==> src/hw/rtl/dsjd_pkg.sv <==
// Shared types and constants for the dual-server job dispatcher.
// No dependencies.
`timescale 1ns / 1ps
package dsjd_pkg;

    localparam logic [23:0] TIME_MAX  = 24'hFFFFFF;
    localparam logic [4:0]  LIMIT_CAP = 5'd4;
    localparam logic [2:0]  LIMIT_RST = 3'd3;

    localparam logic KIND_ARRIVE = 1'b0;
    localparam logic KIND_TICK   = 1'b1;

    localparam logic EV_DONE  = 1'b0;
    localparam logic EV_ABORT = 1'b1;

    localparam logic [1:0] SRV_REJECT = 2'd0;

    typedef struct packed {
        logic accept;
        logic chk;
        logic pop_rd;
        logic pop_ev;
        logic flush;
        logic sel;
    } t_cmd;

    typedef struct packed {
        logic ended;
        logic q_empty;
        logic live;
    } t_sts;

endpackage

==> src/hw/rtl/dual_server_job_dispatcher.sv <==
// Top level of the dual-server job dispatcher.
// Depends on dsjd_pkg, dsjd_ctrl, dsjd_dp.
//
// Channel   Ports                                        Transfer
// item in   start, busy, i_kind, i_job_id, i_duration,   start && !busy
//           i_timeout
// result    o_valid, o_event_*, o_server, o_delay, o_last o_valid (one cycle)
// config    i_cfg_we, i_cfg_data                         i_cfg_we
//
// An arrival leaves busy low; a rejection shows the next cycle. A tick keeps
// busy high through a check state per server, a read and an event state per
// popped queue entry, a further read state when a queue runs empty after an end,
// and a flush state; events wait in a pending register to mark the last.
// Reset (synchronous, active low) sets time to 1 and empties servers/queues.
// Results cannot be stalled.
`timescale 1ns / 1ps
module dual_server_job_dispatcher
    import dsjd_pkg::*;
#(
    parameter int QUEUE_DEPTH = 4
) (
    input  logic               i_clk,
    input  logic               i_rst_n,
    input  logic               start,
    output logic               busy,
    input  logic               i_kind,
    input  logic [15:0]        i_job_id,
    input  logic [15:0]        i_duration,
    input  logic [23:0]        i_timeout,
    input  logic               i_cfg_we,
    input  logic [2:0]         i_cfg_data,
    output logic               o_valid,
    output logic               o_event_kind,
    output logic [15:0]        o_event_job,
    output logic [1:0]         o_server,
    output logic [23:0]        o_event_time,
    output logic signed [24:0] o_delay,
    output logic               o_last
);

    t_cmd cmd;
    t_sts sts;

    dsjd_ctrl u_ctrl (
        .i_clk   (i_clk),
        .i_rst_n (i_rst_n),
        .start   (start),
        .i_kind  (i_kind),
        .i_sts   (sts),
        .o_cmd   (cmd),
        .busy    (busy)
    );

    dsjd_dp #(
        .QUEUE_DEPTH (QUEUE_DEPTH)
    ) u_dp (
        .i_clk        (i_clk),
        .i_rst_n      (i_rst_n),
        .i_cmd        (cmd),
        .o_sts        (sts),
        .i_kind       (i_kind),
        .i_job_id     (i_job_id),
        .i_duration   (i_duration),
        .i_timeout    (i_timeout),
        .i_cfg_we     (i_cfg_we),
        .i_cfg_data   (i_cfg_data),
        .o_valid      (o_valid),
        .o_event_kind (o_event_kind),
        .o_event_job  (o_event_job),
        .o_server     (o_server),
        .o_event_time (o_event_time),
        .o_delay      (o_delay),
        .o_last       (o_last)
    );

endmodule

==> src/hw/rtl/dsjd_ctrl.sv <==
// Sequencer for the dispatcher: walks tick processing per server.
// Depends on dsjd_pkg.
`timescale 1ns / 1ps
module dsjd_ctrl
    import dsjd_pkg::*;
(
    input  logic i_clk,
    input  logic i_rst_n,
    input  logic start,
    input  logic i_kind,
    input  t_sts i_sts,
    output t_cmd o_cmd,
    output logic busy
);

    localparam logic [2:0] S_IDLE  = 3'd0;
    localparam logic [2:0] S_CHK   = 3'd1;
    localparam logic [2:0] S_POPRD = 3'd2;
    localparam logic [2:0] S_POPEV = 3'd3;
    localparam logic [2:0] S_FLUSH = 3'd4;

    logic [2:0] r_state, n_state;
    logic       r_sel, n_sel;
    logic       w_acc;

    assign busy  = (r_state != S_IDLE);
    assign w_acc = start && !busy;

    always_comb begin
        n_state = r_state;
        n_sel   = r_sel;
        o_cmd   = '0;
        o_cmd.sel = r_sel;
        case (r_state)
            S_IDLE: begin
                o_cmd.accept = w_acc;
                if (w_acc && i_kind == KIND_TICK) begin
                    n_state = S_CHK;
                    n_sel   = 1'b0;
                end
            end
            S_CHK: begin
                o_cmd.chk = 1'b1;
                if (i_sts.ended) begin
                    n_state = S_POPRD;
                end else if (!r_sel) begin
                    n_sel = 1'b1;
                end else begin
                    n_state = S_FLUSH;
                end
            end
            S_POPRD: begin
                if (!i_sts.q_empty) begin
                    o_cmd.pop_rd = 1'b1;
                    n_state = S_POPEV;
                end else if (!r_sel) begin
                    n_state = S_CHK;
                    n_sel   = 1'b1;
                end else begin
                    n_state = S_FLUSH;
                end
            end
            S_POPEV: begin
                o_cmd.pop_ev = 1'b1;
                if (!i_sts.live) begin
                    n_state = S_POPRD;
                end else if (!r_sel) begin
                    n_state = S_CHK;
                    n_sel   = 1'b1;
                end else begin
                    n_state = S_FLUSH;
                end
            end
            S_FLUSH: begin
                o_cmd.flush = 1'b1;
                n_state = S_IDLE;
            end
            default: n_state = S_IDLE;
        endcase
    end

    always_ff @(posedge i_clk) begin
        if (!i_rst_n) begin
            r_state <= S_IDLE;
            r_sel   <= 1'b0;
        end else begin
            r_state <= n_state;
            r_sel   <= n_sel;
        end
    end

endmodule

==> src/hw/rtl/dsjd_dp.sv <==
// Datapath: time counter, server records, two job queues, event output.
// Depends on dsjd_pkg.
`timescale 1ns / 1ps
module dsjd_dp
    import dsjd_pkg::*;
#(
    parameter int QUEUE_DEPTH = 4
) (
    input  logic               i_clk,
    input  logic               i_rst_n,
    input  t_cmd               i_cmd,
    output t_sts               o_sts,
    input  logic               i_kind,
    input  logic [15:0]        i_job_id,
    input  logic [15:0]        i_duration,
    input  logic [23:0]        i_timeout,
    input  logic               i_cfg_we,
    input  logic [2:0]         i_cfg_data,
    output logic               o_valid,
    output logic               o_event_kind,
    output logic [15:0]        o_event_job,
    output logic [1:0]         o_server,
    output logic [23:0]        o_event_time,
    output logic signed [24:0] o_delay,
    output logic               o_last
);

    localparam int HW = (QUEUE_DEPTH > 1) ? $clog2(QUEUE_DEPTH) : 1;
    localparam int CW = $clog2(QUEUE_DEPTH + 1);
    localparam int IW = $clog2(2 * QUEUE_DEPTH);

    logic [23:0]   r_now;
    logic [2:0]    r_lim;
    logic          r_sbusy  [2];
    logic [15:0]   r_sjob   [2];
    logic [23:0]   r_sarr   [2];
    logic [23:0]   r_sstart [2];
    logic [15:0]   r_sdur   [2];
    logic [23:0]   r_sdl    [2];
    logic [HW-1:0] r_head   [2];
    logic [CW-1:0] r_cnt    [2];

    logic [79:0]   mem [2*QUEUE_DEPTH];
    logic [79:0]   r_rd;

    logic          r_pv, r_pk;
    logic [15:0]   r_pj;
    logic [1:0]    r_ps;
    logic [23:0]   r_pt;
    logic [24:0]   r_pd;

    logic          r_ov, r_ok, r_ol;
    logic [15:0]   r_oj;
    logic [1:0]    r_os;
    logic [23:0]   r_ot;
    logic [24:0]   r_od;

    logic          sel;
    logic          w_done, w_dl;
    logic [15:0]   rd_id, rd_dur;
    logic [23:0]   rd_arr, rd_dl;
    logic          ev_push, ev_k;
    logic [15:0]   ev_j;
    logic [1:0]    ev_s;
    logic [23:0]   ev_t;
    logic [24:0]   ev_d;

    logic          arr_acc, a_load, a_sel, a_push, a_q, a_rej;
    logic [4:0]    lim5, c0_5, c1_5;
    logic [IW:0]   sum, slot;
    logic [IW-1:0] widx, ridx;
    logic [HW-1:0] head_nx;

    assign sel    = i_cmd.sel;
    assign w_done = ({1'b0, r_sstart[sel]} + {9'd0, r_sdur[sel]}) <= {1'b0, r_now};
    assign w_dl   = r_now >= r_sdl[sel];
    assign rd_id  = r_rd[79:64];
    assign rd_arr = r_rd[63:40];
    assign rd_dur = r_rd[39:24];
    assign rd_dl  = r_rd[23:0];

    assign o_sts.ended   = r_sbusy[sel] && (w_done || w_dl);
    assign o_sts.q_empty = (r_cnt[sel] == '0);
    assign o_sts.live    = !(r_now >= rd_dl);

    always_comb begin
        ev_push = 1'b0;
        ev_k    = EV_DONE;
        ev_j    = r_sjob[sel];
        ev_s    = {1'b0, sel} + 2'd1;
        ev_t    = r_now;
        ev_d    = {1'b0, r_sstart[sel]} - {1'b0, r_sarr[sel]};
        if (i_cmd.chk && o_sts.ended) begin
            ev_push = 1'b1;
            if (!w_done) begin
                ev_k = EV_ABORT;
                ev_t = r_sdl[sel];
                ev_d = {1'b0, r_sdl[sel]} - {1'b0, r_sarr[sel]};
            end
        end else if (i_cmd.pop_ev && !o_sts.live) begin
            ev_push = 1'b1;
            ev_k    = EV_ABORT;
            ev_j    = rd_id;
            ev_d    = {1'b0, r_now} - {1'b0, rd_arr};
        end
    end

    always_comb begin
        lim5 = {2'd0, r_lim};
        if (lim5 > LIMIT_CAP) lim5 = LIMIT_CAP;
        if (lim5 > 5'(QUEUE_DEPTH)) lim5 = 5'(QUEUE_DEPTH);
        c0_5 = 5'(r_cnt[0]);
        c1_5 = 5'(r_cnt[1]);
        arr_acc = i_cmd.accept && (i_kind == KIND_ARRIVE);
        a_load  = 1'b0;
        a_sel   = 1'b0;
        a_push  = 1'b0;
        a_rej   = 1'b0;
        a_q     = !(c0_5 <= c1_5);
        if (!r_sbusy[0]) begin
            a_load = arr_acc;
        end else if (!r_sbusy[1]) begin
            a_load = arr_acc;
            a_sel  = 1'b1;
        end else if (c0_5 < lim5 || c1_5 < lim5) begin
            a_push = arr_acc;
        end else begin
            a_rej = arr_acc;
        end
        sum  = (IW+1)'(r_head[a_q]) + (IW+1)'(r_cnt[a_q]);
        slot = (sum >= (IW+1)'(QUEUE_DEPTH)) ? sum - (IW+1)'(QUEUE_DEPTH) : sum;
        widx = a_q ? IW'(slot) + IW'(QUEUE_DEPTH) : IW'(slot);
        ridx = sel ? IW'(r_head[sel]) + IW'(QUEUE_DEPTH) : IW'(r_head[sel]);
        head_nx = (r_head[sel] == HW'(QUEUE_DEPTH - 1)) ? '0 : r_head[sel] + 1'b1;
    end

    always_ff @(posedge i_clk) begin
        if (a_push) begin
            mem[widx] <= {i_job_id, r_now, i_duration, i_timeout};
        end
        if (i_cmd.pop_rd) begin
            r_rd <= mem[ridx];
        end
    end

    always_ff @(posedge i_clk) begin
        if (a_load) begin
            r_sjob[a_sel]   <= i_job_id;
            r_sarr[a_sel]   <= r_now;
            r_sstart[a_sel] <= r_now;
            r_sdur[a_sel]   <= i_duration;
            r_sdl[a_sel]    <= i_timeout;
        end else if (i_cmd.pop_ev && o_sts.live) begin
            r_sjob[sel]   <= rd_id;
            r_sarr[sel]   <= rd_arr;
            r_sstart[sel] <= r_now;
            r_sdur[sel]   <= rd_dur;
            r_sdl[sel]    <= rd_dl;
        end
        if (ev_push) begin
            r_pk <= ev_k;
            r_pj <= ev_j;
            r_ps <= ev_s;
            r_pt <= ev_t;
            r_pd <= ev_d;
        end
        if (a_rej) begin
            r_ok <= EV_ABORT;
            r_oj <= i_job_id;
            r_os <= SRV_REJECT;
            r_ot <= r_now;
            r_od <= '0;
            r_ol <= 1'b1;
        end else begin
            r_ok <= r_pk;
            r_oj <= r_pj;
            r_os <= r_ps;
            r_ot <= r_pt;
            r_od <= r_pd;
            r_ol <= i_cmd.flush;
        end
    end

    always_ff @(posedge i_clk) begin
        if (!i_rst_n) begin
            r_now   <= 24'd1;
            r_lim   <= LIMIT_RST;
            r_sbusy <= '{default: 1'b0};
            r_head  <= '{default: '0};
            r_cnt   <= '{default: '0};
            r_pv    <= 1'b0;
            r_ov    <= 1'b0;
        end else begin
            if (i_cfg_we) r_lim <= i_cfg_data;
            if (i_cmd.accept && i_kind == KIND_TICK && r_now != TIME_MAX) begin
                r_now <= r_now + 24'd1;
            end
            if (a_load) r_sbusy[a_sel] <= 1'b1;
            if (i_cmd.chk && o_sts.ended) r_sbusy[sel] <= 1'b0;
            if (a_push) r_cnt[a_q] <= r_cnt[a_q] + 1'b1;
            if (i_cmd.pop_ev) begin
                r_head[sel] <= head_nx;
                r_cnt[sel]  <= r_cnt[sel] - 1'b1;
                if (o_sts.live) r_sbusy[sel] <= 1'b1;
            end
            r_ov <= a_rej || ((ev_push || i_cmd.flush) && r_pv);
            if (ev_push) r_pv <= 1'b1;
            else if (i_cmd.flush) r_pv <= 1'b0;
        end
    end

    assign o_valid      = r_ov;
    assign o_event_kind = r_ok;
    assign o_event_job  = r_oj;
    assign o_server     = r_os;
    assign o_event_time = r_ot;
    assign o_delay      = r_od;
    assign o_last       = r_ol;

endmodule

==> config.mk <==
export PLATFORM = sky130hd
export DESIGN_NAME = dual_server_job_dispatcher
export DESIGN_NICKNAME = d
export VERILOG_FILES = /design/src/hw/rtl/dsjd_pkg.sv /design/src/hw/rtl/dual_server_job_dispatcher.sv /design/src/hw/rtl/dsjd_ctrl.sv /design/src/hw/rtl/dsjd_dp.sv
export SDC_FILE = /design/constraint.sdc
export NUM_CORES = 1
export LEC_CHECK = 0
export BUFFER_PORTS_ARGS = -buffer_cell sky130_fd_sc_hd__buf_2
export CORE_UTILIZATION = 56
export DETAILED_ROUTE_END_ITERATION = 10
export PLACE_DENSITY = 0.73
export SLEW_MARGIN = 25
export SYNTH_ARGS = -nofsm -noshare
export SYNTH_HDL_FRONTEND = slang
export SYNTH_SLANG_ARGS = --single-unit
export TNS_END_PERCENT = 5
==> constraint.sdc <==
create_clock -name i_clk -period 19.35 [get_ports i_clk]
set_clock_uncertainty 0.1 [all_clocks]
set_input_delay 2.9025 -clock i_clk [delete_from_list [all_inputs] [get_ports i_clk]]
set_output_delay 2.9025 -clock i_clk [all_outputs]
set_load 0.005 [all_outputs]
==> summary.md <==
| Metric | Value |
|---|---|
| Static leakage power | `19.41 nW` |
| Mapped Cells | `3,140` |
| Slew Viols, Final | `0` |
| Library cell contributing the largest single delay on the critical path | `buf_4` |
| Top Ports | `135` |
| Number of synthesized flops with an enable pin | `996` |
| Maximum vdd drop | `0.08557 mV` |
| Post-CTS setup buffers | `0` |
| Die footprint | `86,850 um2` |
| Data required time of the worst path | `19.74 ns` |
| Weighted congestion reported at the end of routability-driven placement | `0.9225` |
| Worst-case clock buffer depth | `3` |
| Worst EP arrival | `7.87 ns` |
| Net count, final | `3,576` |
| Number of distinct standard cells referenced by the synthesized netlist | `83` |
| Vias per cell | `6.091` |
| Worst hold path class | `flip-flop to flip-flop` |
| Simple-gate share of the synthesized area | `6.489%` |
| Post-route DRC violation count | `0` |
| Syn_nets | `3,382` |
| Top library cells by usage in the layout, fill and taps aside | `edfxtp_1 (996), nand2_1 (411), ha_1 (173), mux4_2 (160), o21ai_0 (144)` |
| Place WS | `11.97 ns` |
| Initial DRC Count | `2,699` |
| # placed instances | `4,354` |
| GR Util All Layers | `28.25%` |
| Post-Synth Adder-Cell Area | `4.720%` |
| Grt total ovfl | `0` |
| Outcome | `completed` |
| Proportion of layout cells with a drive suffix above 1 | `19.53%` |
| Proportion of synthesized area in mux cells | `11.83%` |
| Flops & latches, synth | `1,111` |
| RSZ-0062 raised after global routing | `false` |
| Largest stage delay, worst path | `0.77 ns` |
| Async SR Flop Fraction | `0%` |
| Insertion delay to the later sink of the worst-skew pair | `0.69 ns` |
| Clk slew on worst S/H paths | `0.07 ns` |
| Final Setup Violations | `0` |
| Critical path endpoint category | `flip-flop` |
| Initial antenna violation count | `7` |
| Synth warn | `0` |
| Chip Height | `294.7 um` |
| Dominant register cell in the synthesized netlist | `edfxtp_1` |
| Register area share after synthesis | `67.14%` |
| Initial cell density of the core | `56.97%` |
| Area share of xor/xnor cells in the synthesized design | `1.899%` |
| Peak fanout along the critical path | `61` |
| Final Util | `64.09%` |
| Post-route clock period utilization | `38.65%` |
| Clock tree root driver cell | `clkbuf_16` |
| Leading cell type in the layout, fill and taps excluded | `edfxtp_1` |
| Count of clock tree sinks | `1,111` |
| Post-layout instance count excluding filler cells | `4,565` |
| Number of port buffers | `134` |
| Worst-margin pin slew | `1.087 ns` |
| Number of optimization iterations in the first detailed-route pass | `6` |
| Post-layout minimum cycle time | `7.479 ns` |
| Worst rel slew slack | `27.45%` |
| Number of buffers inserted for hold repair after clock tree synthesis | `0` |
| Cts repair resizes | `0` |
| Highest Clock Rate | `0.1337 GHz` |
| Path type of the worst setup path | `flip-flop to flip-flop` |
| Reported max-cap violation count | `0` |
| Site Rows | `106` |
| Detail Placement HPWL | `78,360 um` |
| Placeable core region | `84,220 um2` |
| Largest net degree at the start of global routing | `80` |
| Dominant combinational cell family by area after synthesis | `multiplexers` |
| Clock buffer count from CTS | `110` |
| Routed wire length per instance | `26.51 um` |
| Routed Wire Length | `121,000 um` |
| Setup TNS | `0 ns` |
| Worst-path cell chain | `buf_4, buf_4, mux2_2, ha_1, a21o_1, a21o_1, o21a_1, a21o_1, xor2_1, ha_1, nand4_1, nor4_1, a311oi_1, a31o_2, a211oi_4, buf_4, inv_2, o31a_1, o2111ai_1` |
| Via count of the routed design | `27,810` |
| Overall die width | `294.7 um` |
| Areal power density over the cells | `97.90 nW/um2` |
| Final critical-path setup slack | `11.87 ns` |
| Global-route wire length before repair | `178,800 um` |
| Mapped cell area | `47,980 um2` |
| Mean post-synth cell area | `15.28 um2` |
| Total number of H-tree levels | `3` |
| Number of global-route vias before repair | `28,200` |
| Synthesis-to-layout area growth | `12.50%` |
| Startpoint type of the worst setup path | `flip-flop` |
| Compound-gate portion of the synthesized area | `5.889%` |
| Kind of cell adding the most delay to the critical path | `compound AO/OA/AOI/OAI gates` |
| Final hold vios | `0` |
| Combined buffer and inverter count along the critical path | `4` |
| Final total power | `0.005284 W` |
| Number of nets with antenna violations after routing | `0` |
| Clock tree from TritonCTS | `yes` |
## routing by layer
metal | GRT usage [%] | vias up | share of wire [%]
met4 | 7.724 | 10 | 1.9
met5 | 0 | - | 0.050
li1 | - | 12370 | -
met2 | 42.96 | 1166 | 46
met1 | 42.31 | 14120 | 44
met3 | 4.766 | 145 | 8.1
## worst paths after layout
check | start | to | slack (ns) | cells after the start
worst max-delay path | flip-flop | u_dp.r_pd[23]$_DFFE_PP_ | 11.87 | 19
worst min-delay path | u_dp.r_pk$_DFFE_PP_ | u_dp.o_event_kind$_SDFF_PP1_ | 0.33 | 1
worst max register to register | flip-flop | u_dp.r_pd[23]$_DFFE_PP_ | 11.87 | 19
worst min register to register | u_dp.r_pk$_DFFE_PP_ | u_dp.o_event_kind$_SDFF_PP1_ | 0.33 | 1
## synthesized netlist by cell type (all sizes together) (24+ instances only)
cell / instances / area [um2]
a21o: 47 / 352.8
a21oi: 92 / 464.2
buf: 45 / 208.9
clkbuf: 66 / 247.7
dfxtp: 115 / 2302
edfxtp: 996 / 29910
ha: 173 / 2165
inv: 137 / 514.2
mux2: 113 / 1272
mux2i: 80 / 800.8
mux4: 160 / 3603
nand2: 411 / 1543
nand3: 36 / 180.2
nor2: 97 / 366.6
nor2b: 37 / 231.5
nor3: 24 / 120.1
o21ai: 146 / 730.7
xnor2: 67 / 586.8
xor2: 37 / 324.1
## cell type report
type	instances	area, um2
Inverter	138	519.2
Multi-Input combinational cell	1780	14910
Clock inverter	65	758.2
Timing Repair Buffer	193	1157
Fill cell	5929	30250
Tap cell	1134	1419
Clock buffer	143	2990
Sequential cell	1111	32220
Antenna cell	1	2.502
## registers in the layout, summed over array words and instances (netlist names), 2 cells and up, named ones only
signal	cells
u_dp.r_pt	24
u_dp.r_lim	3
u_dp.o_server	2
u_dp.r_pd	25
u_dp.r_pj	16
u_dp.r_sdl	48
u_dp.r_sbusy	2
u_dp.mem	640
u_dp.o_event_time	24
u_dp.r_now	24
u_ctrl.r_state	3
u_dp.o_event_job	16
u_dp.r_ps	2
u_dp.c1_5	3
u_dp.c0_5	3
u_dp.r_head	4
u_dp.r_sstart	48
u_dp.o_delay	25
u_dp.r_rd	80
u_dp.r_sarr	48
u_dp.r_sdur	32
u_dp.r_sjob	32
## power by group
group | internal (W) | total (W) | switching [W]
sequential | 0.00263 | 0.00265 | 0.0000174
combinational | 0.000169 | 0.000451 | 0.000282
clock | 0.00127 | 0.00218 | 0.000912
## metrics by stage
stage,hold WS (ns),instance area [um2]
final,0.3326,53970
after global routing,0.3526,53970
after CTS,0.3353,53920
after detailed placement,0.3213,50170
after global placement,0.3184,50160
after floorplan,0.3064,47980
## worst reg2reg max path, cell delays in order, from the launching register on
cell	delay, ns
dfxtp_4	0.68
buf_4	0.54
buf_4	0.79
mux2_2	0.50
ha_1	0.35
a21o_1	0.21
a21o_1	0.21
o21a_1	0.20
a21o_1	0.17
xor2_1	0.15
ha_1	0.31
nand4_1	0.13
nor4_1	0.45
a311oi_1	0.17
a31o_2	0.29
a211oi_4	0.59
buf_4	0.65
inv_2	0.33
o31a_1	0.35
o2111ai_1	0.11
## cell families (layout without fill, tap and decap cells)
logic type                 after synthesis  in the layout
xor gates and xnor gates               104            104
and+or+nand+nor                        706            706
other                                    0              1
muxes                                  353            353
buffers and inverters                  249            539
DFF                                   1111           1111
AOI/OAI and AO/OA                      439            439
adders and majority gates              178            178
Note: power is estimated with default switching activity, not from simulation.
